`config.mk`:
```
export PLATFORM = sky130hd
export DESIGN_NAME = dual_axis_lift_position_controller
export DESIGN_NICKNAME = d
export VERILOG_FILES = /design/src/rtl/lpc_pkg.sv /design/src/rtl/lpc_cfg_regs.sv /design/src/rtl/lpc_target_step.sv /design/src/rtl/lpc_axis_law.sv /design/src/rtl/dual_axis_lift_position_controller.sv
export SDC_FILE = /design/constraint.sdc
export NUM_CORES = 2
export LEC_CHECK = 0
export BUFFER_PORTS_ARGS = -buffer_cell sky130_fd_sc_hd__buf_2
export CORE_ASPECT_RATIO = 0.7
export CORE_MARGIN = 1.5
export CORE_UTILIZATION = 59
export DETAILED_ROUTE_END_ITERATION = 10
export PLACE_DENSITY = 0.87
export SLEW_MARGIN = 20
export SYNTH_ARGS = -nofsm -noshare
export SYNTH_HDL_FRONTEND = slang
export SYNTH_HIERARCHICAL = 1
export SYNTH_SLANG_ARGS = --single-unit
```
`constraint.sdc`:
```
create_clock -name clk -period 16.2 [get_ports clk]
set_input_delay 3.24 -clock clk [delete_from_list [all_inputs] [get_ports clk]]
set_output_delay 3.24 -clock clk [all_outputs]
set_load 0.02 [all_outputs]
```
`src/rtl/lpc_pkg.sv`:
```
`timescale 1ns / 1ps
// ----------------------------------------------------------------------------
// Lift position controller package
// Shared widths, configuration record, register map and reset values.
// ----------------------------------------------------------------------------
package lpc_pkg;

  localparam int SPEED_W  = 16;
  localparam int COUNT_W  = 32;
  localparam int DRIVE_W  = 16;
  localparam int TARGET_W = 32;
  localparam int DELTA_W  = 18;
  localparam int ERR_W    = 41;
  localparam int MAG_W    = 40;
  localparam int MUL_W    = 24;
  localparam int ADDR_W   = 5;
  localparam int DATA_W   = 32;

  localparam logic [15:0] MAX_SETPOINT_RST = 16'd2400;
  localparam logic [7:0]  STEP_RST         = 8'd17;
  localparam logic [15:0] SOFT_ZONE_RST    = 16'd400;
  localparam logic [15:0] GAIN_SOFT_RST    = 16'd197;
  localparam logic [15:0] GAIN_NORMAL_RST  = 16'd393;
  localparam logic [9:0]  DEAD_ZONE_RST    = 10'd10;

  localparam logic [DRIVE_W-2:0] DRIVE_MAX = 15'h7fff;

  typedef enum logic [2:0] {
    REG_MAX_SETPOINT = 3'd0,
    REG_STEP         = 3'd1,
    REG_SOFT_ZONE    = 3'd2,
    REG_GAIN_SOFT    = 3'd3,
    REG_GAIN_NORMAL  = 3'd4,
    REG_DEAD_ZONE    = 3'd5
  } reg_idx_t;

  typedef struct packed {
    logic [15:0] max_setpoint;
    logic [7:0]  step_per_speed;
    logic [15:0] soft_zone;
    logic [15:0] gain_soft;
    logic [15:0] gain_normal;
    logic [9:0]  dead_zone;
  } cfg_t;

endpackage

```
`src/rtl/lpc_cfg_regs.sv`:
```
`timescale 1ns / 1ps
// ----------------------------------------------------------------------------
// Lift position controller configuration registers
// APB-style register file holding the controller settings.
// ----------------------------------------------------------------------------
module lpc_cfg_regs
  import lpc_pkg::*;
(
  input  logic              clk,
  input  logic              rst_n,
  input  logic              psel,
  input  logic              penable,
  input  logic              pwrite,
  input  logic [ADDR_W-1:0] paddr,
  input  logic [DATA_W-1:0] pwdata,
  output logic [DATA_W-1:0] prdata,
  output logic              pready,
  output cfg_t              cfg
);

  cfg_t     cfg_r;
  cfg_t     cfg_nxt;
  reg_idx_t idx;
  logic     wr_en;

  assign pready = 1'b1;
  assign wr_en  = psel & penable & pwrite;
  assign idx    = reg_idx_t'(paddr[ADDR_W-1:2]);
  assign cfg    = cfg_r;

  always_comb begin
    cfg_nxt = cfg_r;
    if (wr_en) begin
      unique case (idx)
        REG_MAX_SETPOINT: cfg_nxt.max_setpoint   = pwdata[15:0];
        REG_STEP:         cfg_nxt.step_per_speed = pwdata[7:0];
        REG_SOFT_ZONE:    cfg_nxt.soft_zone      = pwdata[15:0];
        REG_GAIN_SOFT:    cfg_nxt.gain_soft      = pwdata[15:0];
        REG_GAIN_NORMAL:  cfg_nxt.gain_normal    = pwdata[15:0];
        REG_DEAD_ZONE:    cfg_nxt.dead_zone      = pwdata[9:0];
        default: ;
      endcase
    end
  end

  always_comb begin
    unique case (idx)
      REG_MAX_SETPOINT: prdata = {16'd0, cfg_r.max_setpoint};
      REG_STEP:         prdata = {24'd0, cfg_r.step_per_speed};
      REG_SOFT_ZONE:    prdata = {16'd0, cfg_r.soft_zone};
      REG_GAIN_SOFT:    prdata = {16'd0, cfg_r.gain_soft};
      REG_GAIN_NORMAL:  prdata = {16'd0, cfg_r.gain_normal};
      REG_DEAD_ZONE:    prdata = {22'd0, cfg_r.dead_zone};
      default:          prdata = '0;
    endcase
  end

  always_ff @(posedge clk) begin
    if (!rst_n) begin
      cfg_r.max_setpoint   <= MAX_SETPOINT_RST;
      cfg_r.step_per_speed <= STEP_RST;
      cfg_r.soft_zone      <= SOFT_ZONE_RST;
      cfg_r.gain_soft      <= GAIN_SOFT_RST;
      cfg_r.gain_normal    <= GAIN_NORMAL_RST;
      cfg_r.dead_zone      <= DEAD_ZONE_RST;
    end else begin
      cfg_r <= cfg_nxt;
    end
  end

endmodule

```
`src/rtl/lpc_target_step.sv`:
```
`timescale 1ns / 1ps
// ----------------------------------------------------------------------------
// Lift position controller setpoint step
// Adds the per-tick step to a setpoint and clamps it to the allowed range.
// ----------------------------------------------------------------------------
module lpc_target_step
  import lpc_pkg::*;
(
  input  logic signed [TARGET_W-1:0] target,
  input  logic signed [DELTA_W-1:0]  delta,
  input  logic        [15:0]         max_setpoint,
  output logic signed [TARGET_W-1:0] target_new
);

  logic signed [TARGET_W+1:0] sum;
  logic signed [TARGET_W+1:0] hi;
  logic signed [TARGET_W+1:0] lo;
  logic signed [TARGET_W+1:0] clamped;

  assign sum = {{2{target[TARGET_W-1]}}, target}
             + {{(TARGET_W+2-DELTA_W){delta[DELTA_W-1]}}, delta};
  assign hi  = $signed({{(TARGET_W-22){1'b0}}, max_setpoint, 8'd0});
  assign lo  = $signed({3'b111, {(TARGET_W-1){1'b0}}});

  always_comb begin
    if (sum > hi) begin
      clamped = hi;
    end else if (sum < lo) begin
      clamped = lo;
    end else begin
      clamped = sum;
    end
  end

  assign target_new = clamped[TARGET_W-1:0];

endmodule

```
`src/rtl/lpc_axis_law.sv`:
```
`timescale 1ns / 1ps
// ----------------------------------------------------------------------------
// Lift position controller proportional law
// Error, dead zone, gain multiply and Q1.15 saturation for one side.
// The drive carries the sign of the error.
// ----------------------------------------------------------------------------
module lpc_axis_law
  import lpc_pkg::*;
(
  input  logic signed [COUNT_W-1:0]  pos,
  input  logic signed [TARGET_W-1:0] target,
  input  logic        [15:0]         gain,
  input  logic        [9:0]          dead_zone,
  output logic signed [DRIVE_W-1:0]  drive
);

  logic signed [ERR_W-1:0]   err;
  logic        [ERR_W-1:0]   err_abs;
  logic        [MAG_W-1:0]   mag;
  logic        [MAG_W-1:0]   dz;
  logic        [MAG_W-1:0]   prod;
  logic        [DRIVE_W-2:0] d;
  logic        [DRIVE_W-1:0] d_ext;

  assign err     = {{(ERR_W-COUNT_W-8){pos[COUNT_W-1]}}, pos, 8'd0}
                 - {{(ERR_W-TARGET_W){target[TARGET_W-1]}}, target};
  assign err_abs = err[ERR_W-1] ? (-err) : err;
  assign mag     = err_abs[MAG_W-1:0];
  assign dz      = {{(MAG_W-18){1'b0}}, dead_zone, 8'd0};
  assign prod    = {{(MAG_W-MUL_W){1'b0}}, mag[MUL_W-1:0]} * {{(MAG_W-16){1'b0}}, gain};

  always_comb begin
    if (mag < dz || mag == '0) begin
      d = '0;
    end else if (|mag[MAG_W-1:MUL_W]) begin
      d = (gain == '0) ? '0 : DRIVE_MAX;
    end else if (|prod[MAG_W-1:MUL_W]) begin
      d = DRIVE_MAX;
    end else begin
      d = prod[MUL_W-1:9];
    end
  end

  assign d_ext = {1'b0, d};
  assign drive = err[ERR_W-1] ? $signed(-d_ext) : $signed(d_ext);

endmodule

```
`src/rtl/dual_axis_lift_position_controller.sv`:
```
`timescale 1ns / 1ps
// A beat passes the input register, then the output register. Throughput:
// one beat per cycle unless the output stalls; the speed step product is
// registered; setpoints, gain choice, drives and homing are combinational.
// A stalled output holds its beat while one more input beat is buffered.
// Reset: settings return to their defaults; setpoints, home offsets and
// previous drives clear to zero.
// ----------------------------------------------------------------------------
// Dual-axis lift position controller
// Proportional position control of two lift sides with soft landing and
// homing on the bottom limit switches.
// ----------------------------------------------------------------------------
module dual_axis_lift_position_controller
  import lpc_pkg::*;
(
  input  logic              clk,
  input  logic              rst_n,
  // speed[15:0], raw_count_left[47:16], raw_count_right[79:48]
  input  logic [79:0]       in_tdata,
  // limit_left[0], limit_right[1]
  input  logic [1:0]        in_tuser,
  input  logic              in_tvalid,
  output logic              in_tready,
  // drive_left[15:0], drive_right[31:16], position_left[63:32],
  // position_right[95:64]
  output logic [95:0]       out_tdata,
  output logic              out_tvalid,
  input  logic              out_tready,
  input  logic              cfg_psel,
  input  logic              cfg_penable,
  input  logic              cfg_pwrite,
  input  logic [ADDR_W-1:0] cfg_paddr,
  input  logic [DATA_W-1:0] cfg_pwdata,
  output logic [DATA_W-1:0] cfg_prdata,
  output logic              cfg_pready
);

  cfg_t cfg;

  lpc_cfg_regs u_cfg (
    .clk     (clk),
    .rst_n   (rst_n),
    .psel    (cfg_psel),
    .penable (cfg_penable),
    .pwrite  (cfg_pwrite),
    .paddr   (cfg_paddr),
    .pwdata  (cfg_pwdata),
    .prdata  (cfg_prdata),
    .pready  (cfg_pready),
    .cfg     (cfg)
  );

  // Input stage.
  logic signed [24:0] spd_x;
  logic signed [24:0] stp_x;
  logic signed [24:0] sp_prod;
  logic signed [24:0] sp_num;
  logic signed [DELTA_W-1:0] delta_in;
  logic in_fire;
  logic advance;

  logic                      s0_valid_r;
  logic signed [DELTA_W-1:0] s0_delta_r;
  logic signed [COUNT_W-1:0] s0_raw_left_r;
  logic signed [COUNT_W-1:0] s0_raw_right_r;
  logic                      s0_lim_left_r;
  logic                      s0_lim_right_r;

  assign spd_x    = {{(25-SPEED_W){in_tdata[SPEED_W-1]}}, in_tdata[SPEED_W-1:0]};
  assign stp_x    = $signed({17'd0, cfg.step_per_speed});
  assign sp_prod  = spd_x * stp_x;
  assign sp_num   = 25'sd64 - sp_prod;
  assign delta_in = sp_num[24:7];

  assign in_tready = !s0_valid_r || !out_tvalid || out_tready;
  assign in_fire   = in_tvalid && in_tready;
  assign advance   = s0_valid_r && (!out_tvalid || out_tready);

  // Control stage state.
  logic signed [TARGET_W-1:0] target_left_r;
  logic signed [TARGET_W-1:0] target_right_r;
  logic signed [COUNT_W-1:0]  home_left_r;
  logic signed [COUNT_W-1:0]  home_right_r;
  logic signed [DRIVE_W-1:0]  last_left_r;
  logic signed [DRIVE_W-1:0]  last_right_r;

  logic signed [TARGET_W-1:0] tgt_left_step;
  logic signed [TARGET_W-1:0] tgt_right_step;
  logic signed [COUNT_W-1:0]  pos_left;
  logic signed [COUNT_W-1:0]  pos_right;
  logic                       soft_sel;
  logic        [15:0]         gain;
  logic signed [DRIVE_W-1:0]  law_left;
  logic signed [DRIVE_W-1:0]  law_right;
  logic                       home_left;
  logic                       home_right;

  logic signed [TARGET_W-1:0] target_left_nxt;
  logic signed [TARGET_W-1:0] target_right_nxt;
  logic signed [COUNT_W-1:0]  home_left_nxt;
  logic signed [COUNT_W-1:0]  home_right_nxt;
  logic signed [DRIVE_W-1:0]  drive_left_nxt;
  logic signed [DRIVE_W-1:0]  drive_right_nxt;
  logic signed [COUNT_W-1:0]  pos_left_nxt;
  logic signed [COUNT_W-1:0]  pos_right_nxt;

  lpc_target_step u_step_left (
    .target       (target_left_r),
    .delta        (s0_delta_r),
    .max_setpoint (cfg.max_setpoint),
    .target_new   (tgt_left_step)
  );

  lpc_target_step u_step_right (
    .target       (target_right_r),
    .delta        (s0_delta_r),
    .max_setpoint (cfg.max_setpoint),
    .target_new   (tgt_right_step)
  );

  assign pos_left  = s0_raw_left_r - home_left_r;
  assign pos_right = s0_raw_right_r - home_right_r;

  assign soft_sel = (($signed({pos_left[COUNT_W-1], pos_left})
                       < $signed({17'd0, cfg.soft_zone}))
                      && last_left_r[DRIVE_W-1])
                 || (($signed({pos_right[COUNT_W-1], pos_right})
                       < $signed({17'd0, cfg.soft_zone}))
                      && !last_right_r[DRIVE_W-1] && (last_right_r != '0));
  assign gain = soft_sel ? cfg.gain_soft : cfg.gain_normal;

  lpc_axis_law u_law_left (
    .pos       (pos_left),
    .target    (tgt_left_step),
    .gain      (gain),
    .dead_zone (cfg.dead_zone),
    .drive     (law_left)
  );

  lpc_axis_law u_law_right (
    .pos       (pos_right),
    .target    (tgt_right_step),
    .gain      (gain),
    .dead_zone (cfg.dead_zone),
    .drive     (law_right)
  );

  // The left drive is mirrored, so it points down when the law is positive.
  assign home_left  = s0_lim_left_r && !law_left[DRIVE_W-1] && (law_left != '0);
  assign home_right = s0_lim_right_r && !law_right[DRIVE_W-1] && (law_right != '0);

  assign target_left_nxt  = home_left ? '0 : tgt_left_step;
  assign target_right_nxt = home_right ? '0 : tgt_right_step;
  assign home_left_nxt    = home_left ? s0_raw_left_r : home_left_r;
  assign home_right_nxt   = home_right ? s0_raw_right_r : home_right_r;
  assign drive_left_nxt   = home_left ? '0 : (-law_left);
  assign drive_right_nxt  = home_right ? '0 : law_right;
  assign pos_left_nxt     = home_left ? '0 : pos_left;
  assign pos_right_nxt    = home_right ? '0 : pos_right;

  logic                      out_valid_r;
  logic signed [DRIVE_W-1:0] out_drive_left_r;
  logic signed [DRIVE_W-1:0] out_drive_right_r;
  logic signed [COUNT_W-1:0] out_pos_left_r;
  logic signed [COUNT_W-1:0] out_pos_right_r;

  assign out_tvalid = out_valid_r;
  assign out_tdata  = {out_pos_right_r, out_pos_left_r, out_drive_right_r, out_drive_left_r};

  always_ff @(posedge clk) begin
    if (!rst_n) begin
      s0_valid_r     <= 1'b0;
      out_valid_r    <= 1'b0;
      target_left_r  <= '0;
      target_right_r <= '0;
      home_left_r    <= '0;
      home_right_r   <= '0;
      last_left_r    <= '0;
      last_right_r   <= '0;
    end else begin
      if (in_fire) begin
        s0_valid_r <= 1'b1;
      end else if (advance) begin
        s0_valid_r <= 1'b0;
      end
      if (advance) begin
        out_valid_r    <= 1'b1;
        target_left_r  <= target_left_nxt;
        target_right_r <= target_right_nxt;
        home_left_r    <= home_left_nxt;
        home_right_r   <= home_right_nxt;
        last_left_r    <= drive_left_nxt;
        last_right_r   <= drive_right_nxt;
      end else if (out_tready) begin
        out_valid_r <= 1'b0;
      end
    end
  end

  always_ff @(posedge clk) begin
    if (in_fire) begin
      s0_delta_r     <= delta_in;
      s0_raw_left_r  <= in_tdata[47:16];
      s0_raw_right_r <= in_tdata[79:48];
      s0_lim_left_r  <= in_tuser[0];
      s0_lim_right_r <= in_tuser[1];
    end
    if (advance) begin
      out_drive_left_r  <= drive_left_nxt;
      out_drive_right_r <= drive_right_nxt;
      out_pos_left_r    <= pos_left_nxt;
      out_pos_right_r   <= pos_right_nxt;
    end
  end

endmodule

```
## Word-level counts from Yosys, hierarchy flattened

Cells that the tools add are included.

- Register bits after elaboration: 424
- Input bits: 126
- Output and inout bits: 131
- Word-level logic and storage cells: 119

- Add/sub/neg operators: 12
- Multipliers: 3
- $lt $le $gt $ge: 8
- Equality and inequality tests: 5
- Muxes and demuxes: 25
- Bitwise gates (word level): 2
- Reduce and logical (&&, ||, !) cells: 41

Operators with widths:

| cell | count |
|---|---|
| 32-bit two-way mux | 6 |
| 15-bit two-way mux | 7 |
| 16-bit case mux with 6 select lines | 1 |
| 40-bit by 32-bit subtractor with 41-bit output | 2 |
| 40-bit logical NOT | 2 |
| 40-bit by 18-bit < comparator with 1-bit output | 2 |
| 24-bit by 16-bit multiplier with 40-bit output | 2 |
| 16-bit two-way mux | 5 |
| 40-bit two-way mux | 2 |
| 40-bit negation | 2 |
| 32-bit by 18-bit adder with 33-bit output | 2 |
| 33-bit by 25-bit greater-than comparator with 1-bit output | 2 |
| 33-bit by 32-bit < comparator with 1-bit output (second input constant) | 2 |
| 32-bit by 17-bit < comparator with 1-bit output | 2 |
| 16-bit OR reduction | 4 |
| 32-bit subtractor | 2 |
| 16-bit nonzero test | 3 |
| 15-bit negation with 16-bit output | 2 |
| 16-bit by 9-bit multiplier with 25-bit output | 1 |
| 8-bit by 25-bit subtractor with 25-bit output (first input constant) | 1 |
| 16-bit logical NOT | 1 |
| 16-bit negation | 1 |
| 2-bit AND reduction | 8 |
| 1-bit logical AND | 9 |
| other kinds (9) | 25 |

## Logic depth before layout (Yosys ltp)

- Depth in word-level cells: 18
- Gate-level depth with buffers: 83
- Gate-level depth less buffers: 74

## By module

Netlist, hierarchy kept.

Modules (own cells, without submodules):

| module | times used | cells each | area each (um^2) | seq. area each (um^2) |
|---|---|---|---|---|
| dual_axis_lift_position_controller | 1 | 2218 | 21151.5 | 8348.0 |
| lpc_axis_law (u_law_right) | 1 | 2251 | 17511.8 | 0.0 |
| lpc_axis_law (u_law_left) | 1 | 2226 | 17421.7 | 0.0 |
| lpc_target_step | 2 | 380 | 2748.9 | 0.0 |
| lpc_cfg_regs | 1 | 422 | 3906.2 | 1641.6 |

## Least setup slack after synthesis

OpenSTA, ideal clock, no wires.

- Path type: flip-flop to flip-flop
- Start: register s0_delta_r[0]
- End: register target_left_r[16]
- Setup time: 0.076 ns
- Arrival: 17.586 ns
- Data required time: 16.124 ns
- Setup slack: -1.462 ns
- Cell stages (with the launch flop): 78
- Path buffers: 12
- Period minus slack after synthesis: 17.662 ns
- Cell sequence: edfxtp_1 ha_1 inv_1 fa_1 nor2b_1 o2111a_2 o2111a_1 nor3_1 nor3_1 or2_2 xnor2_1 ha_1 nand3_1 nor3_1 nand3_1 a2111oi_0 nand3_1 a22oi_1 [42 not listed] nor4_4 nand3_2 buf_2 o21bai_1 ha_1 inv_1 or3b_2 or3_1 a2bb2oi_1 nand2_2 a22oi_1 or4_1 nor3_1 or3_1 clkbuf_1 buf_1 nand3_1 a21boi_0

- Elaborated cells on any way between the ends: 24

RTL lines:

| element | RTL line | text |
|---|---|---|
| start: declaration | dual_axis_lift_position_controller.sv:63 | `logic signed [DELTA_W-1:0] s0_delta_r;` |
| start signal: assignment | dual_axis_lift_position_controller.sv:202 | `s0_delta_r <= delta_in;` |
| 32-bit by 18-bit adder with 33-bit output * | lpc_target_step.sv:21 | `+ {{(TARGET_W+2-DELTA_W){delta[DELTA_W-1]}}, delta};` |
| 33-bit by 32-bit < comparator with 1-bit output | lpc_target_step.sv:28 | `end else if (sum < lo) begin` |
| 32-bit two-way mux | lpc_target_step.sv:28 |  |
| 32-bit two-way mux * | lpc_target_step.sv:26 | `if (sum > hi) begin` |
| net tgt_left_step[0] | dual_axis_lift_position_controller.sv:87 | `logic signed [TARGET_W-1:0] tgt_left_step;` |
| 40-bit by 32-bit subtractor with 41-bit output * | lpc_axis_law.sv:26 | `- {{(ERR_W-TARGET_W){target[TARGET_W-1]}}, target};` |
| 40-bit negation | lpc_axis_law.sv:27 | `assign err_abs = err[ERR_W-1] ? (-err) : err;` |
| 40-bit two-way mux | lpc_axis_law.sv:27 |  |
| [3 not listed] | n/a |  |
| 15-bit two-way mux | lpc_axis_law.sv:35 | `end else if (\|mag[MAG_W-1:MUL_W]) begin` |
| 15-bit two-way mux | lpc_axis_law.sv:33 | `if (mag < dz \|\| mag == '0) begin` |
| 15-bit negation with 16-bit output | lpc_axis_law.sv:45 | `assign drive = err[ERR_W-1] ? $signed(-d_ext) : $signed(d_ext);` |
| 16-bit two-way mux * | lpc_axis_law.sv:45 |  |
| net law_left[10] | dual_axis_lift_position_controller.sv:93 | `logic signed [DRIVE_W-1:0] law_left;` |
| 16-bit nonzero test * | dual_axis_lift_position_controller.sv:149 | `assign home_left = s0_lim_left_r && !law_left[DRIVE_W-1] && (law_left != '0);` |
| 1-bit logical AND * | dual_axis_lift_position_controller.sv:149 |  |
| 32-bit two-way mux * | dual_axis_lift_position_controller.sv:152 | `assign target_left_nxt = home_left ? '0 : tgt_left_step;` |
| end signal: assignment | dual_axis_lift_position_controller.sv:188 | `target_left_r <= target_left_nxt;` |
| end: declaration | dual_axis_lift_position_controller.sv:80 | `logic signed [TARGET_W-1:0] target_left_r;` |

The timed path passes the listed nets; every way through them passes the cells marked *.
A chain may end at the register's enable or synchronous reset.

## Final worst setup path

- Start: register s0_delta_r[0]
- End: register target_left_r[24]

The elaborated chain is that of the path after synthesis.

==> flow_metrics.py <==
metrics = {
    "grt": {
        "antenna_found_initial": 7,
        "grtUsageTotal": 0.389,
        "grt_pass1_wl_um": 348000,
        "grt_pass1_vias": 64300,
        "grt_max_degree": 84,
        "overflow": 0,
    },
    "clock_network": {
        "h-tree-depth": 2,
        "cts_hold_buf": 0,
        "cts_tree": "yes",
        "clockBufferDepth": 3,
        "cts.sinks": 409,
        "numCtsBuffers": 44,
        "path_clk_slew_ns": 0.06,
        "clkLatencyLatePin_ns": 0.67,
        "clockRootBuffer": "clkbuf_16",
    },
    "synthesis": {
        "synth-edff-count": 180,
        "ys.flop_type": "dfxtp_1",
        "synth_top_area_frac": 0.219,
        "postSynthAreaPerCell_um2": 8.31,
        "ys_warn_count": 6,
        "ys_types": 135,
        "async_flop_share": 0,
        "yosysSeqAreaShare": 0.153,
        "ys_ff_latch": 409,
        "synth_area_leaders": "fa_1 22%, ha_1 11%, edfxtp_1 8.3%",
        "synth_area_um2": 65500,
        "syn_inst": 7877,
        "yosys.area.top_type": "fa_1",
    },
    "routing": {
        "wirelength_um": 230000,
        "drc": 1,
        "drtIter0Drc": 7733,
        "wl_per_cell_um": 22.0,
        "vias": 65000,
        "drt_first_pass_iters": 11,
        "final_antenna_net_count": 0,
        "routed_via_density": 6.21,
    },
    "sta": {
        "drv_slew": 0,
        "finClkSkew_ns": 0.0720,
        "fin_tns_setup_ns": -267.72,
        "max_freq_ghz": 0.0566,
        "tightest_slew_ns": 1.19,
        "fin_ws_ns": -1.46,
        "hold_viol": 0,
        "setup_violations": 239,
        "rsz0062_at_grt": "true",
        "period_minus_slack_ns": 17.66,
        "fin_crit_sh": 1.09,
        "slew_headroom": 0.203,
    },
    "floorplan": {
        "initial_core_util": 0.594,
        "die_area_um2": 113000,
        "pin_count": 257,
        "fp-row-count": 102,
        "die_w_um": 401,
        "dieHeight_um": 282,
        "core-area_um2": 110000,
    },
    "setup_path": {
        "max_stage_delay_ns": 0.60,
        "crit_type": "reg -> reg",
        "r2r_setup_slack_ns": -1.46,
        "crit_path_frequent_cell": "inv_1",
        "endpoint_kind": "register",
        "required_ns": 16.72,
        "startpoint_type": "register",
        "worstPathArrival_ns": 18.18,
        "crit_slowest_cell": "fa_1",
        "cp_max_fo": 8,
    },
    "finish": {
        "synthToLayoutAreaGrowth_pct": 21.1,
        "drive_gt1_frac": 0.207,
        "final_cell_area_um2": 79300,
        "fill_cells": 7857,
        "nNetsFinal": 10400,
        "final_common_cell": "buf_4",
        "postLayoutCoreUtil": 0.719,
        "final_cell_mix": "1128 x buf_4, 1101 x nand2_1, 1064 x inv_1",
    },
    "run": {
        "cap_viol_max_count": 0,
    },
    "run_status": {
        "violations": "design-rule violations, negative setup slack",
        "status": "complete, but fails checks",
    },
    "placement": {
        "globalplace.congestion": 1.02,
        "place_hpwl_um": 177000,
        "placed_area_um2": 75700,
        "port_buffers": 221,
    },
    "hold_path": {
        "hp-class": "reg -> reg",
    },
}
## synth_stat cells, types with 34 or more instances
| cell | n |
|---|---|
| o211ai_1 | 45 |
| dfxtp_1 | 229 |
| a21o_1 | 128 |
| and3_1 | 50 |
| nand3_1 | 154 |
| a21boi_0 | 124 |
| mux2i_1 | 96 |
| nand4_1 | 105 |
| nand2_1 | 1114 |
| and2_1 | 553 |
| nor2b_1 | 59 |
| clkbuf_1 | 290 |
| a31oi_1 | 49 |
| nor2_1 | 318 |
| a21oi_1 | 411 |
| nand2b_1 | 45 |
| o31ai_1 | 35 |
| or3_1 | 50 |
| nor4_1 | 56 |
| o21a_1 | 60 |
| xnor2_1 | 167 |
| and4_1 | 34 |
| inv_1 | 1075 |
| o21ai_0 | 224 |
| xor2_1 | 110 |
| o21bai_1 | 40 |
| ha_1 | 569 |
| nor3_1 | 118 |
| buf_2 | 43 |
| fa_1 | 718 |
| edfxtp_1 | 180 |
## timing repair
item	in CTS	in global routing
setup buffers	33	42
cloned	2	8
setup endpoints to repair	239	239
pin swaps	52	83
gates resized for setup	100	204
## sequential cells by signal, summed over array words and instances (netlist names), 18 cells and up
name / cells
s0_raw_right_r: 32
u_cfg/cfg: 82
target_left_r: 32
home_left_r: 32
out_pos_left_r: 32
s0_raw_left_r: 32
out_pos_right_r: 32
s0_delta_r: 18
home_right_r: 32
target_right_r: 32
## per-layer routing
layer  GRT usage  up-vias  wire [um]
li1            -    28600          -
met1       0.507    31100      88800
met2       0.597     4320      98000
met3       0.111     1040      29600
met4       0.184        8      13600
met5           0        -         79
## critical path, delay by kind of cell (launching register included)
family | cells | cell delay (ns)
fa+ha+maj | 12 | 4.56
xor+xnor | 2 | 0.43
flops | 1 | 0.42
simple gates | 30 | 5.96
buf+inv | 19 | 2.35
compound gates | 18 | 3.80
## metrics by stage
stage | hold slack (ns) | setup slack [ns] | cells
global placement | 0.447 | -0.875 | 10300
finish | 0.453 | -1.46 | 10500
floorplan | 0.440 | 0.00199 | 7892
detailed placement | 0.454 | -1.40 | 10300
global route | 0.471 | -1.97 | 10500
CTS | 0.459 | -0.588 | 10400
## worst paths after layout
| path | start | to | cells after the start |
|---|---|---|---|
| setup / recovery | s0_delta_r[0] | target_left_r[24] | 81 |
| hold / removal | home_left_r[8] | home_left_r[8] | 2 |
| setup reg to reg | s0_delta_r[0] | target_left_r[24] | 81 |
| hold reg to reg | home_left_r[8] | home_left_r[8] | 2 |
## logic make-up (layout without fill, tap and decap cells)
| logic type | count (synthesis) | after routing | synth area share |
|---|---|---|---|
| buffers and inverters | 1452 | 2570 | 0.0869 |
| AND/OR/NAND/NOR | 2820 | 2820 | 0.217 |
| flip-flops | 409 | 409 | 0.153 |
| AO/OA/AOI/OAI | 1493 | 1493 | 0.155 |
| adder cells (fa/ha/maj) | 1287 | 1287 | 0.328 |
| multiplexers | 134 | 134 | 0.0221 |
| XOR/XNOR | 280 | 280 | 0.0378 |
| other | 2 | 23 | 0.000115 |
## layout make-up
class | count | area, um^2 | area share
clock buffers | 61 | 1260 | 0.0159
repair buffers | 1414 | 10800 | 0.136
multi-input cells | 6031 | 51100 | 0.645
flip-flops and latches | 409 | 9990 | 0.126
inverters | 1075 | 4040 | 0.0509
diodes | 6 | 15.0 | 0.000189
clock inverters | 20 | 248 | 0.00312
well taps | 1456 | 1820 | 0.0230
Power is left out: the tool's default activity adds up to more than one toggle a clock period on the data nets, which glitch-free logic cannot reach.
